[config.mk]
export PLATFORM = sky130hd
export DESIGN_NAME = sd_spi_init_and_sector_read
export DESIGN_NICKNAME = d
export VERILOG_FILES = /design/src/rtl/sd_spi_pkg.sv /design/src/rtl/sd_spi_init_and_sector_read.sv
export SDC_FILE = /design/constraint.sdc
export NUM_CORES = 1
export LEC_CHECK = 0
export BUFFER_PORTS_ARGS = -buffer_cell sky130_fd_sc_hd__buf_2
export CAP_MARGIN = 20
export CORE_ASPECT_RATIO = 1.2
export CORE_MARGIN = 2
export CORE_UTILIZATION = 50
export DETAILED_ROUTE_END_ITERATION = 16
export GPL_TIMING_DRIVEN = 0
export HOLD_SLACK_MARGIN = 0.15
export PLACE_DENSITY = 0.69
export SETUP_SLACK_MARGIN = 0.4
export SKIP_LAST_GASP = 1
export SYNTH_ARGS = -nofsm -noshare
export SYNTH_HDL_FRONTEND = slang
export SYNTH_SLANG_ARGS = --single-unit
export TNS_END_PERCENT = 10
[constraint.sdc]
create_clock -name clk_i -period 7.5 [get_ports clk_i]
set_clock_uncertainty 0.05 [all_clocks]
set_input_delay 1.125 -clock clk_i [delete_from_list [all_inputs] [get_ports clk_i]]
set_output_delay 1.125 -clock clk_i [all_outputs]
set_load 0.02 [all_outputs]
[src/rtl/sd_spi_pkg.sv]
// Package for the SPI-mode SD host: command frames, reply codes, status codes.
// Used by sd_spi_init_and_sector_read; no dependencies.
package sd_spi_pkg;

  localparam int unsigned SectorBytes = 512;
  localparam int unsigned ByteCntW    = 10;
  localparam int unsigned FrameW      = 48;
  localparam int unsigned CfgIdxW     = 2;
  localparam int unsigned CfgDataW    = 16;

  // Complete 48-bit frames; CMD0 and CMD8 carry valid CRCs, CMD55 and ACMD41 an FF byte
  localparam logic [FrameW-1:0] Cmd0Word   = 48'h400000000095;
  localparam logic [FrameW-1:0] Cmd8Word   = 48'h48000001AA87;
  localparam logic [FrameW-1:0] Cmd55Word  = 48'h7700000000FF;
  localparam logic [FrameW-1:0] Acmd41Word = 48'h6940000000FF;

  localparam logic [7:0] IdxCmd0   = Cmd0Word[47:40];
  localparam logic [7:0] IdxCmd8   = Cmd8Word[47:40];
  localparam logic [7:0] IdxCmd55  = Cmd55Word[47:40];
  localparam logic [7:0] IdxAcmd41 = Acmd41Word[47:40];
  localparam logic [7:0] IdxCmd17  = 8'h51;
  localparam logic [7:0] Cmd17Crc  = 8'hFF;

  localparam logic [7:0] StartToken = 8'hFE;
  localparam logic [7:0] ReplyIdle  = 8'h01;
  localparam logic [7:0] ReplyReady = 8'h00;

  localparam logic [7:0]  InitClockReset  = 8'd80;
  localparam logic [15:0] RetryLimitReset = 16'd1000;

  typedef enum logic [1:0] {
    CmdTick = 2'd0,
    CmdInit = 2'd1,
    CmdRead = 2'd2
  } cmd_e;

  typedef enum logic [CfgIdxW-1:0] {
    CfgInitClocks = 2'd0,
    CfgRetryLimit = 2'd1
  } cfg_idx_e;

  typedef enum logic [2:0] {
    StatusOk        = 3'd0,
    StatusCmd0Bad   = 3'd1,
    StatusCmd8Bad   = 3'd2,
    StatusAcmdTmo   = 3'd3,
    StatusWaitToken = 3'd4
  } status_e;

endpackage

[src/rtl/sd_spi_init_and_sector_read.sv]
// SPI-mode SD host controller, one SCLK period per request.
// Depends on sd_spi_pkg.
//
// Each input request is one SCLK pulse carrying the sampled MISO bit; the result gives
// CS and MOSI for that period plus any received sector byte and status. Requests are
// taken one per clock cycle: the whole phase/shift update is done in a single pass and
// lands in an output register, so each result appears in the cycle after its request, at
// one request per cycle while the consumer keeps up. A start-init request runs the idle
// clocks, CMD0, CMD8 and CMD55/ACMD41 rounds; a start-read request sends CMD17, hunts
// for the start token and streams the sector. Errors stick until reset. Configuration
// writes are taken at any time and apply from the next request.
module sd_spi_init_and_sector_read
  import sd_spi_pkg::*;
(
  input  logic                clk_i,
  input  logic                rst_ni,

  input  logic                in_valid_i,
  output logic                in_ready_o,
  input  logic [1:0]          cmd_i,
  input  logic [31:0]         sector_i,
  input  logic                miso_bit_i,

  output logic                out_valid_o,
  input  logic                out_ready_i,
  output logic                chip_select_o,
  output logic                mosi_bit_o,
  output logic                data_valid_o,
  output logic [7:0]          data_byte_o,
  output logic                last_byte_o,
  output logic                busy_res_o,
  output logic [2:0]          status_o,

  input  logic                cfg_valid_i,
  output logic                cfg_ready_o,
  input  logic [CfgIdxW-1:0]  cfg_index_i,
  input  logic [CfgDataW-1:0] cfg_data_i
);

  typedef enum logic [3:0] {
    PhIdle,
    PhInitClk,
    PhSend,
    PhGap,
    PhReply,
    PhTrail,
    PhToken,
    PhData,
    PhCrc
  } phase_e;

  phase_e              phase_q, phase_d;
  logic [FrameW-1:0]   shift_q, shift_d;
  logic [2:0]          bit_q, bit_d;
  logic [ByteCntW-1:0] byc_q, byc_d;
  logic [7:0]          rx_q, rx_d;
  logic [7:0]          first_q, first_d;
  logic [15:0]         retry_q, retry_d;
  logic [1:0]          err_q, err_d;
  logic [7:0]          init_clocks_q;
  logic [15:0]         retry_limit_q;

  logic                out_valid_q;
  logic                cs_q, cs_d;
  logic                mosi_q, mosi_d;
  logic                dv_q, dv_d;
  logic [7:0]          db_q, db_d;
  logic                last_q, last_d;
  logic [2:0]          status_d;
  status_e             status_q;

  logic                accept;
  logic                load_req;
  logic [FrameW-1:0]   load_word;
  logic [7:0]          idx;

  assign in_ready_o  = !out_valid_q || out_ready_i;
  assign accept      = in_valid_i && in_ready_o;
  assign cfg_ready_o = 1'b1;

  always_comb begin
    phase_d   = phase_q;
    shift_d   = shift_q;
    bit_d     = bit_q;
    byc_d     = byc_q;
    rx_d      = rx_q;
    first_d   = first_q;
    retry_d   = retry_q;
    err_d     = err_q;
    cs_d      = 1'b1;
    mosi_d    = 1'b1;
    dv_d      = 1'b0;
    db_d      = 8'd0;
    last_d    = 1'b0;
    load_req  = 1'b0;
    load_word = Cmd55Word;

    // A start request is itself the first clock of its sequence
    if (phase_q == PhIdle && err_q == 2'd0) begin
      if (cmd_i == CmdInit) begin
        phase_d = PhInitClk;
        byc_d   = '0;
        bit_d   = '0;
      end else if (cmd_i == CmdRead) begin
        shift_d = {IdxCmd17, sector_i, Cmd17Crc};
        bit_d   = '0;
        byc_d   = '0;
        phase_d = PhSend;
      end
    end

    idx = shift_d[FrameW-1 -: 8];

    unique case (phase_d)
      PhIdle: begin
      end
      PhInitClk: begin
        byc_d = byc_d + ByteCntW'(1);
        if (byc_d >= ByteCntW'(init_clocks_q)) begin
          load_req  = 1'b1;
          load_word = Cmd0Word;
        end
      end
      PhSend: begin
        cs_d    = 1'b0;
        mosi_d  = shift_d[FrameW-1];
        shift_d = {shift_d[FrameW-2:0], shift_d[FrameW-1]};
        bit_d   = bit_d + 3'd1;
        if (bit_d == 3'd0) begin
          byc_d = byc_d + ByteCntW'(1);
          if (byc_d >= ByteCntW'(FrameW / 8)) begin
            phase_d = PhGap;
            byc_d   = '0;
          end
        end
      end
      PhGap: begin
        cs_d  = 1'b0;
        bit_d = bit_d + 3'd1;
        if (bit_d == 3'd0) begin
          phase_d = PhReply;
          rx_d    = '0;
          byc_d   = '0;
        end
      end
      PhReply: begin
        cs_d  = 1'b0;
        rx_d  = {rx_d[6:0], miso_bit_i};
        bit_d = bit_d + 3'd1;
        if (bit_d == 3'd0) begin
          if (byc_d == '0) first_d = rx_d;
          byc_d = byc_d + ByteCntW'(1);
          // CMD8 answers with R7 (five bytes), the rest with R1
          if (byc_d >= ((idx == IdxCmd8) ? ByteCntW'(5) : ByteCntW'(1))) begin
            byc_d   = '0;
            phase_d = (idx == IdxCmd17) ? PhToken : PhTrail;
          end
        end
      end
      PhTrail: begin
        bit_d = bit_d + 3'd1;
        if (bit_d == 3'd0) begin
          unique case (idx)
            IdxCmd0: begin
              if (first_d == ReplyIdle) begin
                load_req  = 1'b1;
                load_word = Cmd8Word;
              end else begin
                err_d   = 2'(StatusCmd0Bad);
                phase_d = PhIdle;
              end
            end
            IdxCmd8: begin
              if (first_d == ReplyIdle) begin
                retry_d   = '0;
                load_req  = 1'b1;
                load_word = Cmd55Word;
              end else begin
                err_d   = 2'(StatusCmd8Bad);
                phase_d = PhIdle;
              end
            end
            IdxCmd55: begin
              load_req  = 1'b1;
              load_word = Acmd41Word;
            end
            IdxAcmd41: begin
              if (first_d == ReplyReady) begin
                phase_d = PhIdle;
              end else begin
                retry_d = retry_d + 16'd1;
                if (retry_d >= retry_limit_q) begin
                  err_d   = 2'(StatusAcmdTmo);
                  phase_d = PhIdle;
                end else begin
                  load_req  = 1'b1;
                  load_word = Cmd55Word;
                end
              end
            end
            default: phase_d = PhIdle;
          endcase
        end
      end
      PhToken: begin
        cs_d  = 1'b0;
        rx_d  = {rx_d[6:0], miso_bit_i};
        bit_d = bit_d + 3'd1;
        if (bit_d == 3'd0 && rx_d == StartToken) begin
          phase_d = PhData;
          byc_d   = '0;
        end
      end
      PhData: begin
        cs_d  = 1'b0;
        rx_d  = {rx_d[6:0], miso_bit_i};
        bit_d = bit_d + 3'd1;
        if (bit_d == 3'd0) begin
          dv_d = 1'b1;
          db_d = rx_d;
          if (byc_d >= ByteCntW'(SectorBytes - 1)) begin
            last_d  = 1'b1;
            phase_d = PhCrc;
            byc_d   = '0;
          end else begin
            byc_d = byc_d + ByteCntW'(1);
          end
        end
      end
      PhCrc: begin
        cs_d  = 1'b0;
        rx_d  = {rx_d[6:0], miso_bit_i};
        bit_d = bit_d + 3'd1;
        if (bit_d == 3'd0) begin
          byc_d = byc_d + ByteCntW'(1);
          if (byc_d >= ByteCntW'(2)) begin
            phase_d = PhTrail;
            byc_d   = '0;
          end
        end
      end
      default: phase_d = PhIdle;
    endcase

    if (load_req) begin
      shift_d = load_word;
      bit_d   = '0;
      byc_d   = '0;
      phase_d = PhSend;
    end

    if (err_d != 2'd0)          status_d = {1'b0, err_d};
    else if (phase_d == PhToken) status_d = StatusWaitToken;
    else                         status_d = StatusOk;
  end

  always_ff @(posedge clk_i or negedge rst_ni) begin
    if (!rst_ni) begin
      phase_q       <= PhIdle;
      shift_q       <= '0;
      bit_q         <= '0;
      byc_q         <= '0;
      rx_q          <= '0;
      first_q       <= '0;
      retry_q       <= '0;
      err_q         <= '0;
      init_clocks_q <= InitClockReset;
      retry_limit_q <= RetryLimitReset;
      out_valid_q   <= 1'b0;
      cs_q          <= 1'b1;
      mosi_q        <= 1'b1;
      dv_q          <= 1'b0;
      db_q          <= '0;
      last_q        <= 1'b0;
      status_q      <= StatusOk;
    end else begin
      if (cfg_valid_i) begin
        if (cfg_index_i == CfgInitClocks) init_clocks_q <= cfg_data_i[7:0];
        if (cfg_index_i == CfgRetryLimit) retry_limit_q <= cfg_data_i;
      end
      if (accept) begin
        phase_q     <= phase_d;
        shift_q     <= shift_d;
        bit_q       <= bit_d;
        byc_q       <= byc_d;
        rx_q        <= rx_d;
        first_q     <= first_d;
        retry_q     <= retry_d;
        err_q       <= err_d;
        out_valid_q <= 1'b1;
        cs_q        <= cs_d;
        mosi_q      <= mosi_d;
        dv_q        <= dv_d;
        db_q        <= db_d;
        last_q      <= last_d;
        status_q    <= status_e'(status_d);
      end else if (out_ready_i) begin
        out_valid_q <= 1'b0;
      end
    end
  end

  assign out_valid_o   = out_valid_q;
  assign chip_select_o = cs_q;
  assign mosi_bit_o    = mosi_q;
  assign data_valid_o  = dv_q;
  assign data_byte_o   = db_q;
  assign last_byte_o   = last_q;
  assign busy_res_o    = (phase_q != PhIdle);
  assign status_o      = status_q;

endmodule
; ---- Yosys cells after proc, flatten, opt, wreduce, memory -nomap -nowiden
; Index checks and enable logic that the tools add are counted.
; Widths: inputs -> output; s select.
[word_totals]
in_bits = 58
output_inout_bits = 19
reg_bits = 138
word_cells = 159
[classes]
muxes = 84
n_reduce_logical = 27
n_eq_ne = 22
add_sub_neg = 3
order_cmp = 6
[op_table]
columns = operator, n
row1 = $mux 48, 5
row2 = $pmux 46 s2, 2
row3 = $mux 10, 14
row4 = $mux 46, 3
row5 = $mux 4, 18
row6 = $pmux 10 s7, 1
row7 = $eq 8x7->1 const B, 5
row8 = $mux 16, 2
row9 = $pmux 16 s2, 1
row10 = $pmux 4 s8, 1
row11 = $mux 3, 8
row12 = $eq 4x3->1 const B, 5
row13 = $add 16x1->16 const B, 1
row14 = $ge 16x16->1, 1
row15 = $mux 8, 2
row16 = $mux 1, 14
row17 = $mux 2, 7
row18 = $pmux 7 s2, 1
row19 = $pmux 4 s3, 1
row20 = $add 10x1->10 const B, 1
row21 = $ge 10x2->1 const B, 1
row22 = $ge 10x3->1, 1
row23 = $ge 10x3->1 const B, 1
row24 = $ge 10x8->1, 1
row25 = 33 further kinds, 45

; ---- Longest topological paths before layout
[depth]
ltp_word = 14
ltp_mapped = 22
mapped_depth_nobuf = 17

; ---- Worst setup path before layout
; Ideal clock, no wire load.
[synth_timing]
path_type = input to register
from = in cmd_i[0]
to = reg byc_q[7]
setup_ns = 0.110
slack_ns = 2.776
t_required_ns = 7.340
stages = 19
path_buffers = 3
arrival_ns = 4.564
cell_sequence = xor2_1 > nand3_1 > and2_1 > ha_1 > buf_2 > and3_1 > clkbuf_1 > xnor2_1 > nor2_1 > ha_1 > a21o_1 > a211o_1 > a41oi_1 > o21bai_1 > o21a_1 > clkbuf_1 > o41ai_1 > nand2_1 > o41ai_1
[synth_via]
elab_chain_len = 11
word_cells_on_any_way = 53
classes_between = add/sub (2) / order compare (5) / eq/ne (14) / mux (29) / reduce/logical (3)
[synth_lines]
columns = element, line_no
row1 = "start, declared", sd_spi_init_and_sector_read.sv:20  ; input logic [1:0] cmd_i,
row2 = branches (longest 10 deep; another with $add 10x1->10), --
row3 = $mux 10 (*), sd_spi_init_and_sector_read.sv:245  ; if (load_req) begin
row4 = "end signal, assigned", sd_spi_init_and_sector_read.sv:285  ; byc_q <= byc_d;
row5 = "end, declared", sd_spi_init_and_sector_read.sv:55  ; logic [ByteCntW-1:0] byc_q, byc_d;
; Every way passes the cells marked *.
; A chain may end at the register's enable or synchronous reset.

; ---- Worst setup path after layout
[layout_timing]
from = in cmd_i[1]
to = reg byc_q[7]
; Same word-level chain as after synthesis.

==> flow_summary.toml <==
[floorplan]
die_h_um = 149
ios = 77
die_area_um2 = 18500
die_w_um = 124
rows = 52
start_util_pct = 51.3
core_area_um2 = 17000

[grt]
antenna_found_initial = 0
grtUsageTotal_pct = 25.6
grt_pass1_vias = 7536
overflow = 0
grt_pass1_wl_um = 37900
grt_max_degree = 97

[final_layout]
fin_nets = 1137
drive_gt1_share_pct = 19.0
utilization_pct = 58.4
antenna_cells = 0
syn_to_final_growth_pct = 13.9

[routing]
drt_wl_total_um = 23400
ant_nets = 0
detail_route.iter0.violations = 424
vias = 7606
drc = 0
avgRoutedWirePerCell_um = 18.3
via_per_inst = 5.96
dr.pass1.iters = 5

[clocking]
cts-buffers-inserted = 17
ctsResizeCount = 0
cts_max_level = 4
post_cts_buffers = 0
clkSinkCount = 138
ctsHoldBuffers = 0
clk_latency_ns = 0.43
clock_path_buffers = 2
path_clk_slew_ns = 0.06
cts_tree = "yes"
clockRootBuffer = "clkbuf_16"

[pwr]
p_per_area_nw_per_um2 = 301
irDropWorstVdd_mv = 0.206
leakage_nw = 4.48
totalPowerFinal_w = 0.00298

[yosys]
ys.flop_type = "dfrtp_1"
synthCells = 952
ys_ff_latch = 138
avgSynthCellArea_um2 = 9.14
synthTopCellsByCount = "nand2_1, dfrtp_1, nand3_1"
yosysWarnings = 0
syn_nets = 1041
async_reset_ff_share_pct = 100
yosysSeqAreaShare_pct = 39.8
yosysTopAreaCellShare_pct = 36.8
synth_most_common_cell = "nand2_1"
synth.area.top_cells = "dfrtp_1, mux4_2, nand2_1"
synth.distinct_cells = 73
netlist_area_um2 = 8710
synth-edff-count = 0
synth_area_leader_cell = "dfrtp_1"

[worst_setup_path]
path_cells = "buf_2 -> xor2_1 -> nand3_1 -> nand2_1 -> inv_1 -> ha_1 -> buf_2 -> and3_1 -> clkbuf_1 -> xnor2_1 -> nor2_1 -> ha_1 -> a21o_1 -> a211o_1 -> a41oi_1 -> o21bai_1 -> o21a_1 -> clkbuf_1 -> o41ai_1 -> nand2_1 -> o41ai_1"
max_stage_delay_ns = 0.78
critPathSlowestCell = "o41ai_1"
arrival_ns = 5.79
cp.required_ns = 7.76
reg2reg_depth = 21
cp-start-kind = "input port"
worstSetupEndpointType = "flop"
critPathMaxFanout = 10
crit_type = "input port to flop"

[sta]
worstMarginPinSlew_ns = 0.942
fin_crit_sh_pct = 73.8
fmax_mhz = 181
setup-tns-final_ns = 0
final_max_slew_viol_count = 0
relSlewSlack_pct = 35.6
rsz0062_at_grt = "no"
fin_crit_ns = 5.53
finalHoldViolCount = 0
setup-violations-final = 0

[hold_path]
whs_path_depth = 1
worstHoldPathType = "flop to flop"

[job]
drv_cap = 0

[place]
hpwl_um = 17100
io_buffers = 75
place_congestion = 0.911

[outcome]
status = "completed"
-- state kept, by name, indices dropped and copies added (netlist names) --
name	flops
shift_q	48
retry_limit_q	16
retry_q	16
byc_q	10
data_byte_o	8
first_q	8
init_clocks_q	8
rx_q	7
phase_q	4
bit_q	3
status_o	3
err_q	2
chip_select_o	1
data_valid_o	1
last_byte_o	1
mosi_bit_o	1
out_valid_o	1
-- worst max-delay path, delay by kind of cell --
kind | cells | cell delay, ns
adders and majority gates | 2 | 0.49
and+or+nand+nor | 5 | 0.98
xor gates and xnor gates | 2 | 0.41
buffers and inverters | 5 | 0.89
AOI/OAI and AO/OA | 7 | 1.88
-- logic make-up after synthesis --
| kind of cell | synth area share, % |
|---|---|
| XOR/XNOR | 2.21 |
| adder cells (fa/ha/maj) | 4.46 |
| AND/OR/NAND/NOR | 21.2 |
| AO/OA/AOI/OAI | 15.9 |
| flip-flops | 39.8 |
| multiplexers | 11.5 |
| buffers and inverters | 4.92 |
| other | 0.0431 |
-- metal layers --
metal	vias to the layer above	wire (um)	GRT usage, %
met1	3709	10100	31.8
met5	-	0	0
met2	227	11600	44.1
li1	3627	-	-
met4	0	582	10.6
met3	43	1120	5.04
-- power by group --
group          internal, W  total, W  switching [W]  leakage, nW
clock network     0.000423  0.000767       0.000344        0.247
logic             0.000493   0.00113       0.000633         2.48
registers         0.000938   0.00109       0.000153         1.75
total              0.00185   0.00298        0.00113         4.48
-- layout make-up --
cell class	instances	area, um^2
Buffer	65	278
Clock buffer	19	433
Clock inverter	12	92.6
Fill cell	1535	7060
Inverter	40	150
Multi-Input combinational cell	709	4810
Sequential cell	138	3470
Tap cell	216	270
Timing Repair Buffer	77	417
-- placed cells by master, fill, tap and decap left out, types with 6 or more instances in the layout --
master	synthesis	routed
nand2_1	164	164
dfrtp_1	128	128
buf_2	15	89
nand3_1	66	66
nor2_1	63	63
o21ai_0	51	51
inv_1	40	40
clkbuf_1	38	40
a21oi_1	34	34
mux4_2	31	31
ha_1	31	31
mux2_2	25	25
nor3_1	23	23
clkbuf_16	0	17
nand2b_1	15	15
xnor2_1	14	14
a31oi_1	13	13
or3_1	12	12
o21a_1	10	10
a22o_1	10	10
o31ai_1	10	10
dfstp_2	10	10
buf_1	9	9
xor2_1	8	8
and3_1	7	7
nor2b_1	7	7
nand4_1	6	6
a21o_1	6	6
a211oi_1	6	6
o211ai_1	6	6
a311oi_1	6	6
-- through the flow --
stage | instances | worst slack, ns | cell area (um^2) | hold slack (ns)
6_report | 1276 | 1.97 | 9920 | 0.444
5_1_grt | 1276 | 1.64 | 9920 | 0.470
4_1_cts | 1276 | 2.07 | 9920 | 0.446
3_5_place_dp | 1245 | 1.62 | 9390 | 0.419
3_3_place_gp | 1243 | 1.65 | 9350 | 0.408
2_1_floorplan | 952 | 2.78 | 8710 | 0.395
-- worst paths after layout --
path / start / endpoint / slack (ns)
setup / recovery: cmd_i[1] / byc_q[7]$_DFFE_PN0P_ / 1.97
max in group asynchronous: rst_ni / mosi_bit_o$_DFFE_PN1P_ / 6.00
hold / removal: shift_q[0]$_DFFE_PN0P_ / shift_q[0]$_DFFE_PN0P_ / 0.44
min in group asynchronous: rst_ni / retry_q[12]$_DFFE_PN0P_ / 0.56
setup reg to reg: phase_q[1]$_DFFE_PN0P_ / byc_q[7]$_DFFE_PN0P_ / 2.02
hold reg to reg: shift_q[0]$_DFFE_PN0P_ / shift_q[0]$_DFFE_PN0P_ / 0.44
No activity file was read; power rests on OpenSTA's default activity.
